`src/wf_pkg.sv`:
```
// wf_pkg: shared types and constants for the 3x3 window pixel filter
// no dependencies; imported by every module of the block except wf_ram

package wf_pkg;

    localparam int CH_W       = 8;
    localparam int PIX_W      = 3 * CH_W;
    localparam int WIN_N      = 9;
    localparam int COL_OUT_W  = 10;
    localparam int ROW_W      = 12;
    localparam int MODE_W     = 3;
    localparam int IMG_W_W    = 11;
    localparam int IMG_H_W    = 13;
    localparam int CFG_IDX_W  = 2;
    localparam int CFG_DATA_W = 13;
    localparam int MIN_DIM    = 3;
    localparam int HEIGHT_MAX = 4096;

    localparam int EDGE_SUM_W = CH_W + 2;
    localparam int MEAN_SUM_W = CH_W + 4;
    localparam int RECIP_W    = 13;
    localparam int MEAN_SHIFT = 16;
    localparam logic [RECIP_W-1:0] MEAN_RECIP = 13'd7282;

    localparam logic [MODE_W-1:0] MODE_EDGE   = 3'd0;
    localparam logic [MODE_W-1:0] MODE_MAX    = 3'd1;
    localparam logic [MODE_W-1:0] MODE_MIN    = 3'd2;
    localparam logic [MODE_W-1:0] MODE_MEDIAN = 3'd3;
    localparam logic [MODE_W-1:0] MODE_MEAN   = 3'd4;

    localparam logic [CFG_IDX_W-1:0] CFG_MODE   = 2'd0;
    localparam logic [CFG_IDX_W-1:0] CFG_WIDTH  = 2'd1;
    localparam logic [CFG_IDX_W-1:0] CFG_HEIGHT = 2'd2;

    localparam logic [MODE_W-1:0]  MODE_RESET   = MODE_EDGE;
    localparam logic [IMG_W_W-1:0] WIDTH_RESET  = 11'd1024;
    localparam logic [IMG_H_W-1:0] HEIGHT_RESET = 13'd768;

    typedef struct packed {
        logic [CH_W-1:0] red;
        logic [CH_W-1:0] green;
        logic [CH_W-1:0] blue;
    } pixel_t;

    // upper and middle line entries kept side by side in one word
    typedef struct packed {
        pixel_t upper;
        pixel_t middle;
    } line_pair_t;

endpackage

```
`src/wf_position.sv`:
```
// wf_position: raster column and row counters with frame restart and wrap
// depends on wf_pkg

module wf_position
    import wf_pkg::*;
#(
    parameter int MAX_WIDTH = 1024
) (
    input  logic                         clk,
    input  logic                         rst_n,
    input  logic                         advance,
    input  logic                         frame_start,
    input  logic [IMG_W_W-1:0]           image_width,
    input  logic [IMG_H_W-1:0]           image_height,
    output logic [$clog2(MAX_WIDTH)-1:0] col,
    output logic [ROW_W-1:0]             row
);

    localparam int CW   = $clog2(MAX_WIDTH);
    localparam int WW   = $clog2(MAX_WIDTH + 1);
    localparam int CMPW = ((WW > IMG_W_W) ? WW : IMG_W_W) + 1;
    localparam int HW   = IMG_H_W + 1;

    logic [CW-1:0]    col_cnt_reg;
    logic [CW-1:0]    col_cnt_next;
    logic [ROW_W-1:0] row_cnt_reg;
    logic [ROW_W-1:0] row_cnt_next;
    logic [CMPW-1:0]  width_ext;
    logic [CMPW-1:0]  width_eff;
    logic [CMPW-1:0]  col_inc;
    logic [HW-1:0]    height_ext;
    logic [HW-1:0]    height_eff;
    logic [HW-1:0]    row_inc;

    assign col = frame_start ? '0 : col_cnt_reg;
    assign row = frame_start ? '0 : row_cnt_reg;

    always_comb
    begin
        width_ext  = CMPW'(image_width);
        height_ext = HW'(image_height);
        if (width_ext < CMPW'(MIN_DIM))
        begin
            width_eff = CMPW'(MIN_DIM);
        end
        else if (width_ext > CMPW'(MAX_WIDTH))
        begin
            width_eff = CMPW'(MAX_WIDTH);
        end
        else
        begin
            width_eff = width_ext;
        end
        if (height_ext < HW'(MIN_DIM))
        begin
            height_eff = HW'(MIN_DIM);
        end
        else if (height_ext > HW'(HEIGHT_MAX))
        begin
            height_eff = HW'(HEIGHT_MAX);
        end
        else
        begin
            height_eff = height_ext;
        end
        col_inc = CMPW'(col) + CMPW'(1);
        row_inc = HW'(row) + HW'(1);
    end

    always_comb
    begin
        col_cnt_next = col_cnt_reg;
        row_cnt_next = row_cnt_reg;
        if (advance)
        begin
            if (col_inc >= width_eff)
            begin
                col_cnt_next = '0;
                row_cnt_next = (row_inc >= height_eff) ? '0 : row_inc[ROW_W-1:0];
            end
            else
            begin
                col_cnt_next = col_inc[CW-1:0];
                row_cnt_next = row;
            end
        end
    end

    always_ff @(posedge clk or negedge rst_n)
    begin
        if (!rst_n)
        begin
            col_cnt_reg <= '0;
            row_cnt_reg <= '0;
        end
        else
        begin
            col_cnt_reg <= col_cnt_next;
            row_cnt_reg <= row_cnt_next;
        end
    end

endmodule

```
`config.mk`:
```
export PLATFORM = sky130hd
export DESIGN_NAME = wf_position
export DESIGN_NICKNAME = d
export VERILOG_FILES = /design/src/wf_pkg.sv /design/src/wf_position.sv
export SDC_FILE = /design/constraint.sdc
export NUM_CORES = 1
export LEC_CHECK = 0
export ABC_CLOCK_PERIOD_IN_PS = 5600
export BUFFER_PORTS_ARGS = -buffer_cell sky130_fd_sc_hd__buf_2
export CAP_MARGIN = 30
export CELL_PAD_IN_SITES_DETAIL_PLACEMENT = 2
export CELL_PAD_IN_SITES_GLOBAL_PLACEMENT = 2
export CORE_MARGIN = 3
export CORE_UTILIZATION = 34
export DETAILED_ROUTE_END_ITERATION = 10
export PLACE_DENSITY_LB_ADDON = 0.3
export SLEW_MARGIN = 40
export SYNTH_ARGS = -nofsm -noshare
export SYNTH_HDL_FRONTEND = slang
export SYNTH_SLANG_ARGS = --single-unit
```
`constraint.sdc`:
```
create_clock -name clk -period 5.6 [get_ports clk]
set_input_delay 1.12 -clock clk [delete_from_list [all_inputs] [get_ports clk]]
set_output_delay 1.12 -clock clk [all_outputs]
set_load 0.02 [all_outputs]
```
==> impl_metrics.tcl, run 1 <==
set metrics [dict create \
    outcome "finished, final reports clean" \
    cp_slowest_cell "or4_1" \
    drv_slew 0 \
    yosysMostFrequentCell "nand2_1" \
    layout.nets 362 \
    synthDistinctLibCells 44 \
    fp.dieW_um 85.0 \
    place_hpwl_mm 5.45 \
    min_path_cells 1 \
    rr_worst_depth 14 \
    fin_ws_ns 1.27 \
    synthArstFlopShare 1.00 \
    syn_inst 259 \
    dp_slack_ns 0.959 \
    maxCapViolCount 0 \
    peakVddDrop_v 0.000106 \
    synth_area_um2 2120 \
    finClkSkew_ns 0.00663 \
    syn_nets 313 \
    hold_ws_ns 0.517 \
    yosys-top-cells-area "dfrtp_1 (26%), ha_1 (15%), nand2_1 (7.1%)" \
    rsz0062_at_grt "false" \
    place.gp.congestion 0.782 \
    reg2reg_to "row_cnt_reg[1]$_DFFE_PN0P_" \
    grt_first_pass_wirelength_mm 11.4 \
    coreArea_um2 5990 \
    startpoint_type "primary input" \
    ant_nets 0 \
    grt_pass1_vias 2247 \
    synth.avg_cell_area_um2 8.18 \
    clockRootBuffer "clkbuf_8" \
    wl_per_cell_um 17.4 \
    rows 28 \
    floorplan.initialDensity 0.354 \
    drtPass1Iterations 4 \
    tightest_slew_ns 0.574 \
    cts_buffer_depth 2 \
    vias_per_cell 5.44 \
    final_util 0.414 \
    drc_errors 0 \
    ctsResizeCount 0 \
    crit_fanout 27 \
    endpoint_kind "flip-flop" \
    place_inst 378 \
    crit_chain "buf_2, and2b_1, and3_1, nand3_1, or4_1, xnor2_1, ha_1, a211oi_1, nand2b_1, o31a_1, and2_1, a221o_1" \
    antenna_found_initial 0 \
    tritoncts "yes" \
    p_leak_nw 1.33 \
    synth_seq_area_share 0.260 \
    stdcell_count 381 \
    post_cts_buffers 0 \
    sequentialPowerShare 0.467 \
    setup_tns_ns 0 \
    hp-class "reg2reg" \
    grt.total_usage 0.193 \
    power_density_nw_per_um2 148 \
    internal_power_w 0.000251 \
    critical_path_class "in2reg" \
    die-area_um2 7220 \
    hold_viol_final 0 \
    synth_top_area_share 0.260 \
    routed_wl_mm 6.64 \
    setup_viol 0 \
    drtIter0Drc 48 \
    area_delta_synth_final_pct 17.1 \
    diodes 0 \
    insertion_delay_ns 0.27 \
    largest_reg_flops 12 \
    ctsHoldBuffers 0 \
    io_pins 50 \
    critical_path.max_stage_delay_ns 0.43 \
    min_period_ns 4.33 \
    fmaxAchievable_mhz 231 \
    synthTopCellsByCount "nand2_1 (40), ha_1 (26), dfrtp_1 (22)" \
    min_from "row_cnt_reg[9]$_DFFE_PN0P_" \
    vias 2073 \
    r2r-start "row_cnt_reg[3]$_DFFE_PN0P_" \
    switching_share 0.319 \
    clock_sinks 22 \
    crit_required_ns 5.75 \
    synth_edf_count 0 \
    pwr-share-comb 0.259 \
    switchingPower_w 0.000118 \
    crit_arrival_ns 4.48 \
    ff2ff_setup_slack_ns 2.05 \
    post-route-period-util 0.773 \
    grt_max_degree 28 \
    yosys.area.top_type "dfrtp_1" \
    pwr-share-clk 0.274 \
    hold_path_end "row_cnt_reg[9]$_DFFE_PN0P_" \
    ys.flop_type "dfrtp_1" \
    path_clk_slew_ns 0.08 \
    synth-seq-cells 22 \
    overflow 0 \
    drive_gt1_frac 0.206 \
    relSlewSlack 0.618 \
    yosysWarnings 0 \
    die_h_um 85.0 \
    cts_made_buffers 3 \
    h-tree-depth 1 \
    io_buffers 49 \
]
## per-stage QoR
step | power (W) | cell area [um^2]
floorplan | 0.000232 | 2120
global placement | 0.000267 | 2440
detailed placement | 0.000272 | 2440
CTS | 0.000373 | 2480
global route | 0.000393 | 2480
finish | 0.000368 | 2480
## layout make-up
| cell class | instances | area, um^2 |
|---|---|---|
| Fill cell | 713 | 3510 |
| Inverter | 10 | 37.5 |
| Clock buffer | 3 | 41.3 |
| Sequential cell | 22 | 551 |
| Timing Repair Buffer | 51 | 260 |
| Tap cell | 75 | 93.8 |
| Multi-Input combinational cell | 220 | 1500 |
## logic make-up after synthesis
logic type,after synthesis,synth area share
compound gates,56,0.188
xor+xnor,12,0.0531
fa+ha+maj,26,0.153
buf+inv,17,0.0336
flops,22,0.260
simple gates,126,0.312
## placed cells by master (no fill, tap or decap), drive strengths merged, types with 2 or more instances in the layout
master and n:
nand2 40, clkinv 3, nand2b 16, a22o 10, buf 51, and3 12, nor4 4, nand3 15
a21o 4, o2bb2ai 4, inv 7, xor2 4, clkbuf 3, ha 26, o21ai 18, and2 2
nor2b 10, dfrtp 22, a21oi 9, o31ai 2, xnor2 8, nor2 16, and2b 8, a211oi 2
## worst max-delay path, delay by kind of cell
| family | cells | cell delay (ns) |
|---|---|---|
| AOI/OAI and AO/OA | 3 | 1.00 |
| xor gates and xnor gates | 1 | 0.24 |
| adders and majority gates | 1 | 0.29 |
| buffers and inverters | 1 | 0.28 |
| and+or+nand+nor | 6 | 1.53 |
## worst max path at each step
stage          depth (start not counted)   startpoint  slack [ns]                           to
2_1_floorplan                         15  frame_start        1.35   row_cnt_reg[3]$_DFFE_PN0P_
4_1_cts                               12  frame_start        1.24  row_cnt_reg[11]$_DFFE_PN0P_
3_3_place_gp                          14  frame_start        1.14  row_cnt_reg[11]$_DFFE_PN0P_
6_report                              12  frame_start        1.27  row_cnt_reg[11]$_DFFE_PN0P_
5_1_grt                               12  frame_start        1.03  row_cnt_reg[11]$_DFFE_PN0P_
3_5_place_dp                          12  frame_start        0.96  row_cnt_reg[11]$_DFFE_PN0P_
## routing by layer
metal,track usage,vias to the layer above,part of all wire
met5,0,-,0
met2,0.332,25,0.50
met1,0.262,1032,0.47
met3,0.0282,5,0.024
met4,0.0259,0,0.0051
li1,-,1011,-
## power groups by stage
stage | clock network, W | registers, W | logic, W
after floorplan | 0 | 0.000173 | 0.0000594
after global placement | 0 | 0.000175 | 0.0000920
after detailed placement | 0 | 0.000175 | 0.0000972
after CTS | 0.000103 | 0.000172 | 0.0000980
after global routing | 0.000110 | 0.000174 | 0.000109
final | 0.000101 | 0.000172 | 0.0000955
Note: power is estimated with default switching activity, not from simulation.
==> inputs of run 2 (changes only) <==
ABC_CLOCK_PERIOD_IN_PS = 4500   (was 5600)
CORE_UTILIZATION = 31   (was 34)
clock period = 4.5 ns   (was 5.6 ns; I/O delays follow)
==> run 2 against run 1 <==
Net effect: worst setup slack worse by 0.72 ns; wire length down 1.6%; sequential share of layout area down 0.48 points; total power up 42%; largest power group unchanged.
==> impl_metrics.tcl, run 2 (same netlist as run 1, synthesis figures left out) <==
set metrics [dict create \
    endpoint_kind "flip-flop" \
    path_depth 12 \
    clockRootBuffer "clkbuf_8" \
    ant_nets 0 \
    wl_met2_mm 3.11 \
    drtPass1Iterations 4 \
    power_density_nw_per_um2 206 \
    floorplan.initialDensity 0.326 \
    largest_reg_flops 12 \
    fp.dieW_um 88.7 \
    setup_viol 0 \
    crit_chain "buf_2, and2b_1, and3_1, nand3_1, or4_1, xnor2_1, ha_1, a211oi_1, nand2b_1, o31a_1, and2_1, a221o_1" \
    fill_cells 767 \
    vias_per_cell 5.35 \
    p_leak_nw 1.36 \
    wl_per_cell_um 16.9 \
    setup_tns_ns 0 \
    rsz0062_at_grt "false" \
    antenna_found_initial 0 \
    io_buffers 49 \
    min_period_ns 3.95 \
    area_delta_synth_final_pct 19.7 \
    rows 29 \
    wl_met1_mm 3.20 \
    final_util 0.390 \
    hp-class "reg2reg" \
    tightest_slew_ns 0.554 \
    hold_viol_final 0 \
    vias 2070 \
    place_hpwl_mm 5.38 \
    drive_gt1_frac 0.216 \
    h-tree-depth 1 \
    layout_commonest_cell "buf_2" \
    outcome "finished, final reports clean" \
    relSlewSlack 0.628 \
    routed_wl_mm 6.53 \
    rr_worst_depth 11 \
    grt_pass1_vias 2208 \
    clock_sinks 22 \
    layout.nets 365 \
    die_h_um 88.7 \
    ctsResizeCount 0 \
    cpLargestDelayFamily "simple AND/OR/NAND/NOR gates" \
    seq_area_um2 551 \
    drtIter0Drc 67 \
    path_clk_slew_ns 0.09 \
    grt_first_pass_wirelength_mm 11.0 \
    met3WireLength_um 185 \
    finClkSkew_ns 0.0146 \
    tritoncts "yes" \
    cts_buffer_depth 2 \
    multi_input_area_um2 1500 \
    path_buf_inv 1 \
    cp_slowest_cell "or4_1" \
    die-area_um2 7870 \
    layout_common_cells "buf_2 (49), nand2_1 (40), ha_1 (26), dfrtp_1 (22)" \
    place.gp.congestion 0.762 \
    maxCapViolCount 0 \
    crit_arrival_ns 4.09 \
    post_cts_buffers 0 \
    critical_path.max_stage_delay_ns 0.44 \
    top_layer "met4" \
    critical_path_class "in2reg" \
    coreArea_um2 6490 \
    drv_slew 0 \
    drc_errors 0 \
    crit_fanout 10 \
    insertion_delay_ns 0.27 \
    ctsHoldBuffers 0 \
    fmaxAchievable_mhz 253 \
    diodes 0 \
    grt.total_usage 0.178 \
    startpoint_type "primary input" \
    grt_max_degree 23 \
    io_pins 50 \
    crit_required_ns 4.64 \
    post-route-period-util 0.877 \
    min_path_cells 1 \
    peakVddDrop_v 0.000155 \
    cts_made_buffers 3 \
    overflow 0 \
]
[run 2: changes by cell type in the layout (fill, tap and decap cells not counted)]
cell | before | now
buf_4 | 2 | 5
bufinv_16 | 0 | 1
[run 2: cell type report]
class / count / share of cell area
Sequential cell: 22 / 0.217
Inverter: 10 / 0.0148
Multi-Input combinational cell: 220 / 0.591
Timing Repair Buffer: 54 / 0.111
Clock inverter: 1 / 0.0118
Tap cell: 77 / 0.0380
Clock buffer: 3 / 0.0163
[run 2: path summary, 6_finish.rpt]
| check | to | slack, ns | startpoint |
|---|---|---|---|
| worst max-delay path | row_cnt_reg[11]$_DFFE_PN0P_ | 0.55 | frame_start |
| worst min-delay path | row_cnt_reg[9]$_DFFE_PN0P_ | 0.53 | row_cnt_reg[9]$_DFFE_PN0P_ |
| worst max register to register | row_cnt_reg[11]$_DFFE_PN0P_ | 1.08 | col_cnt_reg[0]$_DFFE_PN0P_ |
| worst min register to register | row_cnt_reg[9]$_DFFE_PN0P_ | 0.53 | row_cnt_reg[9]$_DFFE_PN0P_ |
| max in group asynchronous | col_cnt_reg[5]$_DFFE_PN0P_ | 3.55 | rst_n |
| min in group asynchronous | row_cnt_reg[8]$_DFFE_PN0P_ | 0.58 | rst_n |
[run 2: metrics by stage]
stage	hold slack (ns)	power [W]	instances	instance area, um^2	setup WS (ns)
finish	0.531	0.000522	387	2540	0.551
floorplan	0.462	0.000289	259	2120	0.471
global route	0.556	0.000556	387	2540	0.321
detailed placement	0.510	0.000338	383	2460	0.289
global placement	0.486	0.000335	383	2460	0.451
CTS	0.539	0.000528	387	2540	0.542
[run 2: metal layers]
metal | vias to the layer above | track usage
met4 | 0 | 0.0206
met1 | 1020 | 0.252
met5 | - | 0
li1 | 1022 | -
met3 | 4 | 0.0270
met2 | 24 | 0.295
[run 2: report_power, final]
group	switching (W)	internal, W	total (W)	leakage (nW)
clock	0.0000697	0.000119	0.000189	0.0357
sequential	0.00000900	0.000205	0.000214	0.303
combinational	0.0000710	0.0000482	0.000119	1.02
