$ cat src/wf_pkg.sv
// wf_pkg: shared types and constants for the 3x3 window pixel filter
// no dependencies; imported by every module of the block except wf_ram

package wf_pkg;

    localparam int CH_W       = 8;
    localparam int PIX_W      = 3 * CH_W;
    localparam int WIN_N      = 9;
    localparam int COL_OUT_W  = 10;
    localparam int ROW_W      = 12;
    localparam int MODE_W     = 3;
    localparam int IMG_W_W    = 11;
    localparam int IMG_H_W    = 13;
    localparam int CFG_IDX_W  = 2;
    localparam int CFG_DATA_W = 13;
    localparam int MIN_DIM    = 3;
    localparam int HEIGHT_MAX = 4096;

    localparam int EDGE_SUM_W = CH_W + 2;
    localparam int MEAN_SUM_W = CH_W + 4;
    localparam int RECIP_W    = 13;
    localparam int MEAN_SHIFT = 16;
    localparam logic [RECIP_W-1:0] MEAN_RECIP = 13'd7282;

    localparam logic [MODE_W-1:0] MODE_EDGE   = 3'd0;
    localparam logic [MODE_W-1:0] MODE_MAX    = 3'd1;
    localparam logic [MODE_W-1:0] MODE_MIN    = 3'd2;
    localparam logic [MODE_W-1:0] MODE_MEDIAN = 3'd3;
    localparam logic [MODE_W-1:0] MODE_MEAN   = 3'd4;

    localparam logic [CFG_IDX_W-1:0] CFG_MODE   = 2'd0;
    localparam logic [CFG_IDX_W-1:0] CFG_WIDTH  = 2'd1;
    localparam logic [CFG_IDX_W-1:0] CFG_HEIGHT = 2'd2;

    localparam logic [MODE_W-1:0]  MODE_RESET   = MODE_EDGE;
    localparam logic [IMG_W_W-1:0] WIDTH_RESET  = 11'd1024;
    localparam logic [IMG_H_W-1:0] HEIGHT_RESET = 13'd768;

    typedef struct packed {
        logic [CH_W-1:0] red;
        logic [CH_W-1:0] green;
        logic [CH_W-1:0] blue;
    } pixel_t;

    // upper and middle line entries kept side by side in one word
    typedef struct packed {
        pixel_t upper;
        pixel_t middle;
    } line_pair_t;

endpackage

$ cat src/wf_filter.sv
// wf_filter: one colour channel of the 3x3 filter (edge, max, min, median, mean)
// depends on wf_pkg

module wf_filter
    import wf_pkg::*;
(
    input  logic [MODE_W-1:0] mode,
    input  logic [CH_W-1:0]   win [WIN_N],
    output logic [CH_W-1:0]   result
);

    function automatic logic [CH_W-1:0] min8(input logic [CH_W-1:0] a, input logic [CH_W-1:0] b);
        return (a < b) ? a : b;
    endfunction

    function automatic logic [CH_W-1:0] max8(input logic [CH_W-1:0] a, input logic [CH_W-1:0] b);
        return (a > b) ? a : b;
    endfunction

    logic [EDGE_SUM_W-1:0]              right_sum;
    logic [EDGE_SUM_W-1:0]              left_sum;
    logic signed [EDGE_SUM_W:0]         edge_diff;
    logic [CH_W-1:0]                    edge_val;
    logic [CH_W-1:0]                    max_val;
    logic [CH_W-1:0]                    min_val;
    logic [CH_W-1:0]                    med_val;
    logic [MEAN_SUM_W-1:0]              mean_sum;
    logic [MEAN_SUM_W+RECIP_W-1:0]      mean_prod;
    logic [CH_W-1:0]                    mean_val;
    logic [CH_W-1:0]                    m [WIN_N];
    logic [CH_W-1:0]                    t;

    always_comb
    begin
        right_sum = EDGE_SUM_W'(win[2]) + EDGE_SUM_W'(win[5]) + EDGE_SUM_W'(win[8]);
        left_sum  = EDGE_SUM_W'(win[0]) + EDGE_SUM_W'(win[3]) + EDGE_SUM_W'(win[6]);
        edge_diff = $signed({1'b0, right_sum}) - $signed({1'b0, left_sum});
        if (edge_diff < 0)
        begin
            edge_val = '0;
        end
        else if (edge_diff > $signed((EDGE_SUM_W+1)'(255)))
        begin
            edge_val = '1;
        end
        else
        begin
            edge_val = edge_diff[CH_W-1:0];
        end
    end

    always_comb
    begin
        max_val  = '0;
        min_val  = '1;
        mean_sum = '0;
        for (int i = 0; i < WIN_N; i++)
        begin
            max_val  = max8(max_val, win[i]);
            min_val  = min8(min_val, win[i]);
            mean_sum = mean_sum + MEAN_SUM_W'(win[i]);
        end
        // divide by nine through the reciprocal, exact for sums up to 9 * 255
        mean_prod = (MEAN_SUM_W+RECIP_W)'(mean_sum) * (MEAN_SUM_W+RECIP_W)'(MEAN_RECIP);
        mean_val  = mean_prod[MEAN_SHIFT +: CH_W];
    end

    // nineteen compare-exchange median network
    always_comb
    begin
        for (int i = 0; i < WIN_N; i++)
        begin
            m[i] = win[i];
        end
        t = m[1]; m[1] = min8(t, m[2]); m[2] = max8(t, m[2]);
        t = m[4]; m[4] = min8(t, m[5]); m[5] = max8(t, m[5]);
        t = m[7]; m[7] = min8(t, m[8]); m[8] = max8(t, m[8]);
        t = m[0]; m[0] = min8(t, m[1]); m[1] = max8(t, m[1]);
        t = m[3]; m[3] = min8(t, m[4]); m[4] = max8(t, m[4]);
        t = m[6]; m[6] = min8(t, m[7]); m[7] = max8(t, m[7]);
        t = m[1]; m[1] = min8(t, m[2]); m[2] = max8(t, m[2]);
        t = m[4]; m[4] = min8(t, m[5]); m[5] = max8(t, m[5]);
        t = m[7]; m[7] = min8(t, m[8]); m[8] = max8(t, m[8]);
        t = m[0]; m[0] = min8(t, m[3]); m[3] = max8(t, m[3]);
        t = m[5]; m[5] = min8(t, m[8]); m[8] = max8(t, m[8]);
        t = m[4]; m[4] = min8(t, m[7]); m[7] = max8(t, m[7]);
        t = m[3]; m[3] = min8(t, m[6]); m[6] = max8(t, m[6]);
        t = m[1]; m[1] = min8(t, m[4]); m[4] = max8(t, m[4]);
        t = m[2]; m[2] = min8(t, m[5]); m[5] = max8(t, m[5]);
        t = m[4]; m[4] = min8(t, m[7]); m[7] = max8(t, m[7]);
        t = m[4]; m[4] = min8(t, m[2]); m[2] = max8(t, m[2]);
        t = m[6]; m[6] = min8(t, m[4]); m[4] = max8(t, m[4]);
        t = m[4]; m[4] = min8(t, m[2]); m[2] = max8(t, m[2]);
        med_val = m[4];
    end

    always_comb
    begin
        case (mode)
            MODE_MAX:    result = max_val;
            MODE_MIN:    result = min_val;
            MODE_MEDIAN: result = med_val;
            MODE_MEAN:   result = mean_val;
            default:     result = edge_val;
        endcase
    end

endmodule

$ cat config.mk
export PLATFORM = sky130hd
export DESIGN_NAME = wf_filter
export DESIGN_NICKNAME = d
export VERILOG_FILES = /design/src/wf_pkg.sv /design/src/wf_filter.sv
export SDC_FILE = /design/constraint.sdc
export NUM_CORES = 1
export LEC_CHECK = 0
export BUFFER_PORTS_ARGS = -buffer_cell sky130_fd_sc_hd__buf_4
export CAP_MARGIN = 10
export CORE_MARGIN = 8
export CORE_UTILIZATION = 66
export DETAILED_ROUTE_END_ITERATION = 8
export PLACE_DENSITY_LB_ADDON = 0.25
export RECOVER_POWER = 50
export SLEW_MARGIN = 20
export SYNTH_ARGS = -nofsm -noshare
export SYNTH_HDL_FRONTEND = slang
export SYNTH_SLANG_ARGS = --single-unit
$ cat constraint.sdc
create_clock -name vclk -period 28.7
set_clock_uncertainty 0.1 [all_clocks]
set_input_delay 5.74 -clock vclk [all_inputs]
set_output_delay 5.74 -clock vclk [all_outputs]
set_load 0.1 [all_outputs]
==> run_results.csv, run 1 <==
group,metric,value,unit
run_status,status,"complete, no violations",
timing,finalSetupViolCount,0,
hold_path,min-delay-path-class,"in -> out",
die,dieArea,28300,um^2
synth,ys_types,75,
synth,ys_warn_count,0,
critical_path,worst_setup_path_end_kind,"output port",
hold_path,min_path_cells,4,
synth,synthDominantCellAreaShare,28.4,%
cells_and_area,finish.utilization,71.6,%
critical_path,max_stage_delay,0.62,ns
synth,synth_top_cells_by_count,"ha_1, inv_1, a21oi_1",
detailed_routing,route.vias.total,14435,
critical_path,critical_path.most_common_cell,"ha_1",
detailed_routing,drt_wl_total,51.0,mm
place,portBuffers,83,
timing,finalSetupTns,0,ns
global_routing,grt_antenna_before_repair,1,
global_routing,grt_first_pass_wirelength,79.8,mm
critical_path,cpMaxStageDelayCell,"a31oi_2",
synth,adder_cell_share_of_the_synthesized_area,43.7,%
synth,area_share_of_and_or_nand_nor_cells_after_synthesis,12.1,%
global_routing,global_route_overflow,0,
cells_and_area,final_antenna_diode_count,0,
synth,synth_fp_nets,2385,
critical_path,crit_required,22.86,ns
die,fp-row-count,55,
die,die_x,168,um
critical_path,critical_path_arrival,21.64,ns
die,die_height,168,um
die,floorplan.core_area,22700,um^2
timing,max_freq,36.4,MHz
timing,grt_setup_unrepaired,"no",
die,initial_core_util,67.3,%
cells_and_area,seqCellArea,0,um^2
timing,final_period_minus_worst_setup_slack,27.48,ns
global_routing,grt_max_degree,17,
cells_and_area,post_route_cells_drive_above_1_share,11.8,%
cells_and_area,nets,2453,
synth,synth.top_cells.by_area,"ha_1, fa_1, mux2i_1",
critical_path,worst_path_dominant_cell_family,"compound AO/OA/AOI/OAI gates",
synth,yosys.area_share.xor_xnor,1.32,%
synth,synth_mux_area_share,15.3,%
synth,synthesis.area,15300,um^2
global_routing,via_count_of_the_first_global_routing_pass,14674,
detailed_routing,first_pass_iters,6,
cells_and_area,area.growth.synth_to_final,6.29,%
cells_and_area,combined_area_of_the_multi_input_logic_cells,14200,um^2
detailed_routing,drt-vias-per-instance,6.57,
cells_and_area,flops_and_latches,0,
synth,complex_gate_fraction_of_the_synthesized_area,20.6,%
detailed_routing,drt-initial-drc-count,1475,
critical_path,maximum_fanout_along_the_worst_path,16,
cells_and_area,final.fill_count,1831,
place,routabilityCongestion,1.05,
synth,synth_top_cell_by_area,"ha_1",
place,hpwl,44.3,mm
detailed_routing,detail-route-antenna-nets,0,
timing,timing.final.hold_violations,0,
critical_path,timing.setup.critical_path_class,"in -> out",
timing,worst_rel_slew_slack,30.9,%
timing,worst_pin_slew,1.03,ns
synth,synth-seq-area-share,0,%
timing,final.period_utilization,95.8,%
flow_run,cap_violations,0,
die,design.portCount,83,
synth,most_repeated_cell_in_the_gate_level_netlist_after_synthesis,"ha_1",
timing,slew_violations,0,
synth,post_synthesis_mean_instance_area,8.28,um^2
synth,synth_top_family_by_area,"adder cells",
clocking,cts.hold.buffers_added,0,
critical_path,critical_path_buf_inv_count,12,
global_routing,gr_usage_total,35.3,%
cells_and_area,clockBufferCount,0,
critical_path,cp_launch_type,"input port",
detailed_routing,detail_route.wl_per_cell,23.2,um
critical_path,critical_path_depth,73,
detailed_routing,drc,0,
synth,synthesis.instances,1847,
[metal layers]
metal | GRT usage, % | share of wire, % | vias to the layer above
li1 | - | - | 6762
met1 | 44.3 | 41 | 6856
met2 | 59.1 | 46 | 645
met3 | 6.20 | 8.7 | 170
met4 | 14.5 | 4.6 | 2
met5 | 0 | 0.025 | -
[final timing paths]
path / startpoint / to / slack [ns]
worst max-delay path: win[26] / result[1] / 1.22
worst min-delay path: win[0] / result[0] / 11.97
[metrics by stage]
stage / std cells / setup slack, ns / hold WS [ns] / area [um^2]
6_report: 2198 / 1.22 / 11.97 / 16200
5_1_grt: 2198 / 0.0322 / 12.00 / 16200
4_1_cts: 2192 / 0.783 / 11.96 / 16200
3_5_place_dp: 2192 / 0.834 / 11.95 / 16200
3_3_place_gp: 2192 / 1.00 / 11.96 / 16200
2_1_floorplan: 1847 / 1.47 / 12.12 / 15300
[cells in the final DEF (no fill, tap or decap), drive strengths merged, types with 3 or more instances in the layout]
master   Yosys  final
xor2         5      5
or3          5      5
inv        257    257
buf          5     93
a221oi      12     12
ha         347    347
and2         6      6
nand2b      22     22
o211ai      18     18
a31oi        6      6
nand3       35     35
nand2       83     83
a2111oi      4      4
a21oi      162    162
o21ai       98     98
o21bai      18     18
a21o        51     51
and3        12     12
nor2b       37     37
o21a        48     48
o31ai        7      7
a31o         4      4
mux2i      123    123
nand4       32     32
a21boi       3      3
xnor2       18     18
nor4b        3      3
nor3         7      7
fa         116    116
nor3b        3      3
mux2        98     98
nor2       127    127
o311ai       5      5
a211oi      16     16
a22oi        4      4
[cells by family after synthesis]
| logic type | count (synthesis) |
|---|---|
| simple gates | 380 |
| xor+xnor | 23 |
| mux | 221 |
| fa+ha+maj | 464 |
| compound gates | 475 |
| buf+inv | 284 |
[layout make-up]
type	count	share of cell area, %
multi-input cells	1563	87.5
well taps	285	2.19
inverters	257	5.94
repair buffers	93	4.36
[timing repair]
item | 4_1_cts | 5_1_grt
buffers inserted | 0 | 6
endpoints found under the hold margin | 0 | 0
gates resized for setup | 0 | 4
endpoints found under the setup margin | 0 | 8
Power of run 1 is not shown: default switching activity piles up to over one toggle a cycle in this logic, so the estimate is an artifact.
==> inputs of run 2 (changes only) <==
--- a/config.mk
+++ b/config.mk
@@ -5,6 +5,7 @@
 export SDC_FILE = /design/constraint.sdc
 export NUM_CORES = 1
 export LEC_CHECK = 0
+export ABC_AREA = 1
 export BUFFER_PORTS_ARGS = -buffer_cell sky130_fd_sc_hd__buf_4
 export CAP_MARGIN = 10
 export CORE_MARGIN = 8
==> run_results.csv, run 2 <==
group,metric,value,unit
clocking,cts.hold.buffers_added,0,
synth,synth-seq-area-share,0,%
synth,synthesis.area,14400,um^2
die,fp-row-count,54,
critical_path,cp_launch_type,"input port",
timing,finalSetupTns,0,ns
global_routing,global_route_overflow,0,
critical_path,critical_path_arrival,20.22,ns
synth,synthesis.instances,2198,
detailed_routing,route.vias.total,15504,
cells_and_area,seqCellArea,0,um^2
die,die_height,164,um
detailed_routing,detail_route.wl_per_cell,19.7,um
detailed_routing,first_pass_iters,6,
detailed_routing,drc,0,
global_routing,grt_first_pass_wirelength,76.7,mm
timing,final_period_minus_worst_setup_slack,26.06,ns
cells_and_area,nets,2778,
global_routing,via_count_of_the_first_global_routing_pass,14712,
timing,grt_setup_unrepaired,"no",
die,die_x,164,um
place,routabilityCongestion,1.10,
timing,worst_rel_slew_slack,13.7,%
global_routing,gr_usage_total,36.2,%
detailed_routing,detail-route-antenna-nets,0,
timing,worst_pin_slew,1.28,ns
critical_path,max_stage_delay,0.99,ns
die,dieArea,26900,um^2
synth,synth_fp_nets,2736,
flow_run,cap_violations,0,
critical_path,maximum_fanout_along_the_worst_path,16,
clocking,postCtsResizedCells,0,
synth,post_synthesis_mean_instance_area,6.57,um^2
global_routing,grt_max_degree,18,
detailed_routing,drt_wl_total,49.7,mm
run_status,status,"complete, no violations",
detailed_routing,drt-initial-drc-count,1761,
global_routing,grt_antenna_before_repair,0,
cells_and_area,area.growth.synth_to_final,5.59,%
critical_path,crit_required,22.86,ns
timing,final.period_utilization,90.8,%
critical_path,worst_setup_path_end_kind,"output port",
synth,synthDominantCellAreaShare,30.1,%
synth,most_repeated_cell_in_the_gate_level_netlist_after_synthesis,"nand2_1",
synth,synth.top_cells.by_area,"ha_1, fa_1, nand2_1",
hold_path,min-delay-path-class,"in -> out",
cells_and_area,post_route_cells_drive_above_1_share,5.54,%
synth,ys_warn_count,0,
cells_and_area,flops_and_latches,0,
die,floorplan.core_area,21600,um^2
timing,max_freq,38.4,MHz
cells_and_area,clockBufferCount,0,
critical_path,critical_path.most_common_cell,"o21ai_0",
timing,timing.final.hold_violations,0,
place,hpwl,43.4,mm
hold_path,min_path_cells,5,
clocking,post_cts.repair.setup_buffers,0,
synth,synth_top_cells_by_count,"nand2_1, ha_1, o21ai_0",
timing,finalSetupViolCount,0,
cells_and_area,final_antenna_diode_count,0,
hold_path,holdPathEnd,"result[7]",
timing,slew_violations,0,
critical_path,timing.setup.critical_path_class,"in -> out",
synth,ys_types,40,
cells_and_area,top_library_cells_by_usage_in_the_layout_fill_and_taps_aside,"nand2_1, ha_1, o21ai_0",
critical_path,cpMaxStageDelayCell,"o21ai_0",
detailed_routing,drt-vias-per-instance,6.16,
die,initial_core_util,66.8,%
die,design.portCount,83,
hold_path,hold_path.startpoint,"mode[0]",
cells_and_area,most_common_cell_after_layout_fill_and_taps_aside,"nand2_1",
place,portBuffers,83,
synth,synth_top_cell_by_area,"ha_1",
run 2: kinds of logic after synthesis:
family          count (synthesis)  synth area share [%]
simple gates                  804                  22.0
compound gates                568                  21.7
fa+ha+maj                     463                  46.2
buf+inv                       345                  9.04
xor+xnor                       18                  1.09
run 2: worst max path at each step:
stage,startpoint,end,cells after the start
final,win[61],result[1],57
after global routing,win[61],result[1],57
after CTS,win[63],result[1],57
after detailed placement,win[63],result[1],57
after global placement,win[25],result[5],73
after floorplan,win[25],result[5],75
run 2: area by class of cell:
class / instances / area (um^2)
tap: 280 / 350
inverter: 300 / 1130
fill: 1867 / 6380
multi-input combinational: 1853 / 13100
timing repair buffer: 85 / 636
run 2: through the flow:
step                hold slack (ns)  cells  utilization (%)  area (um^2)  setup slack (ns)
global placement              12.11   2517             70.5        15200              3.75
floorplan                     12.25   2198                -        14400              4.40
detailed placement            12.12   2517             70.5        15200              3.28
global route                  12.17   2518             70.5        15200             0.906
finish                        12.15   2518             70.5        15200              2.64
CTS                           12.12   2517             70.5        15200              3.22
run 2: worst max-delay path, delay by kind of cell:
kind	cells	cell delay (ns)
compound gates	24	9.06
fa+ha+maj	8	2.91
buf+inv	4	0.52
simple gates	21	1.96
run 2: routing by layer:
metal	vias to the layer above	GRT usage [%]	wire [um]
met5	-	0	0
met4	0	18.6	2890
met3	162	5.64	5040
met2	892	58.4	21600
met1	7005	46.2	20200
li1	7445	-	-
Power of run 2 is left out for the same reason.
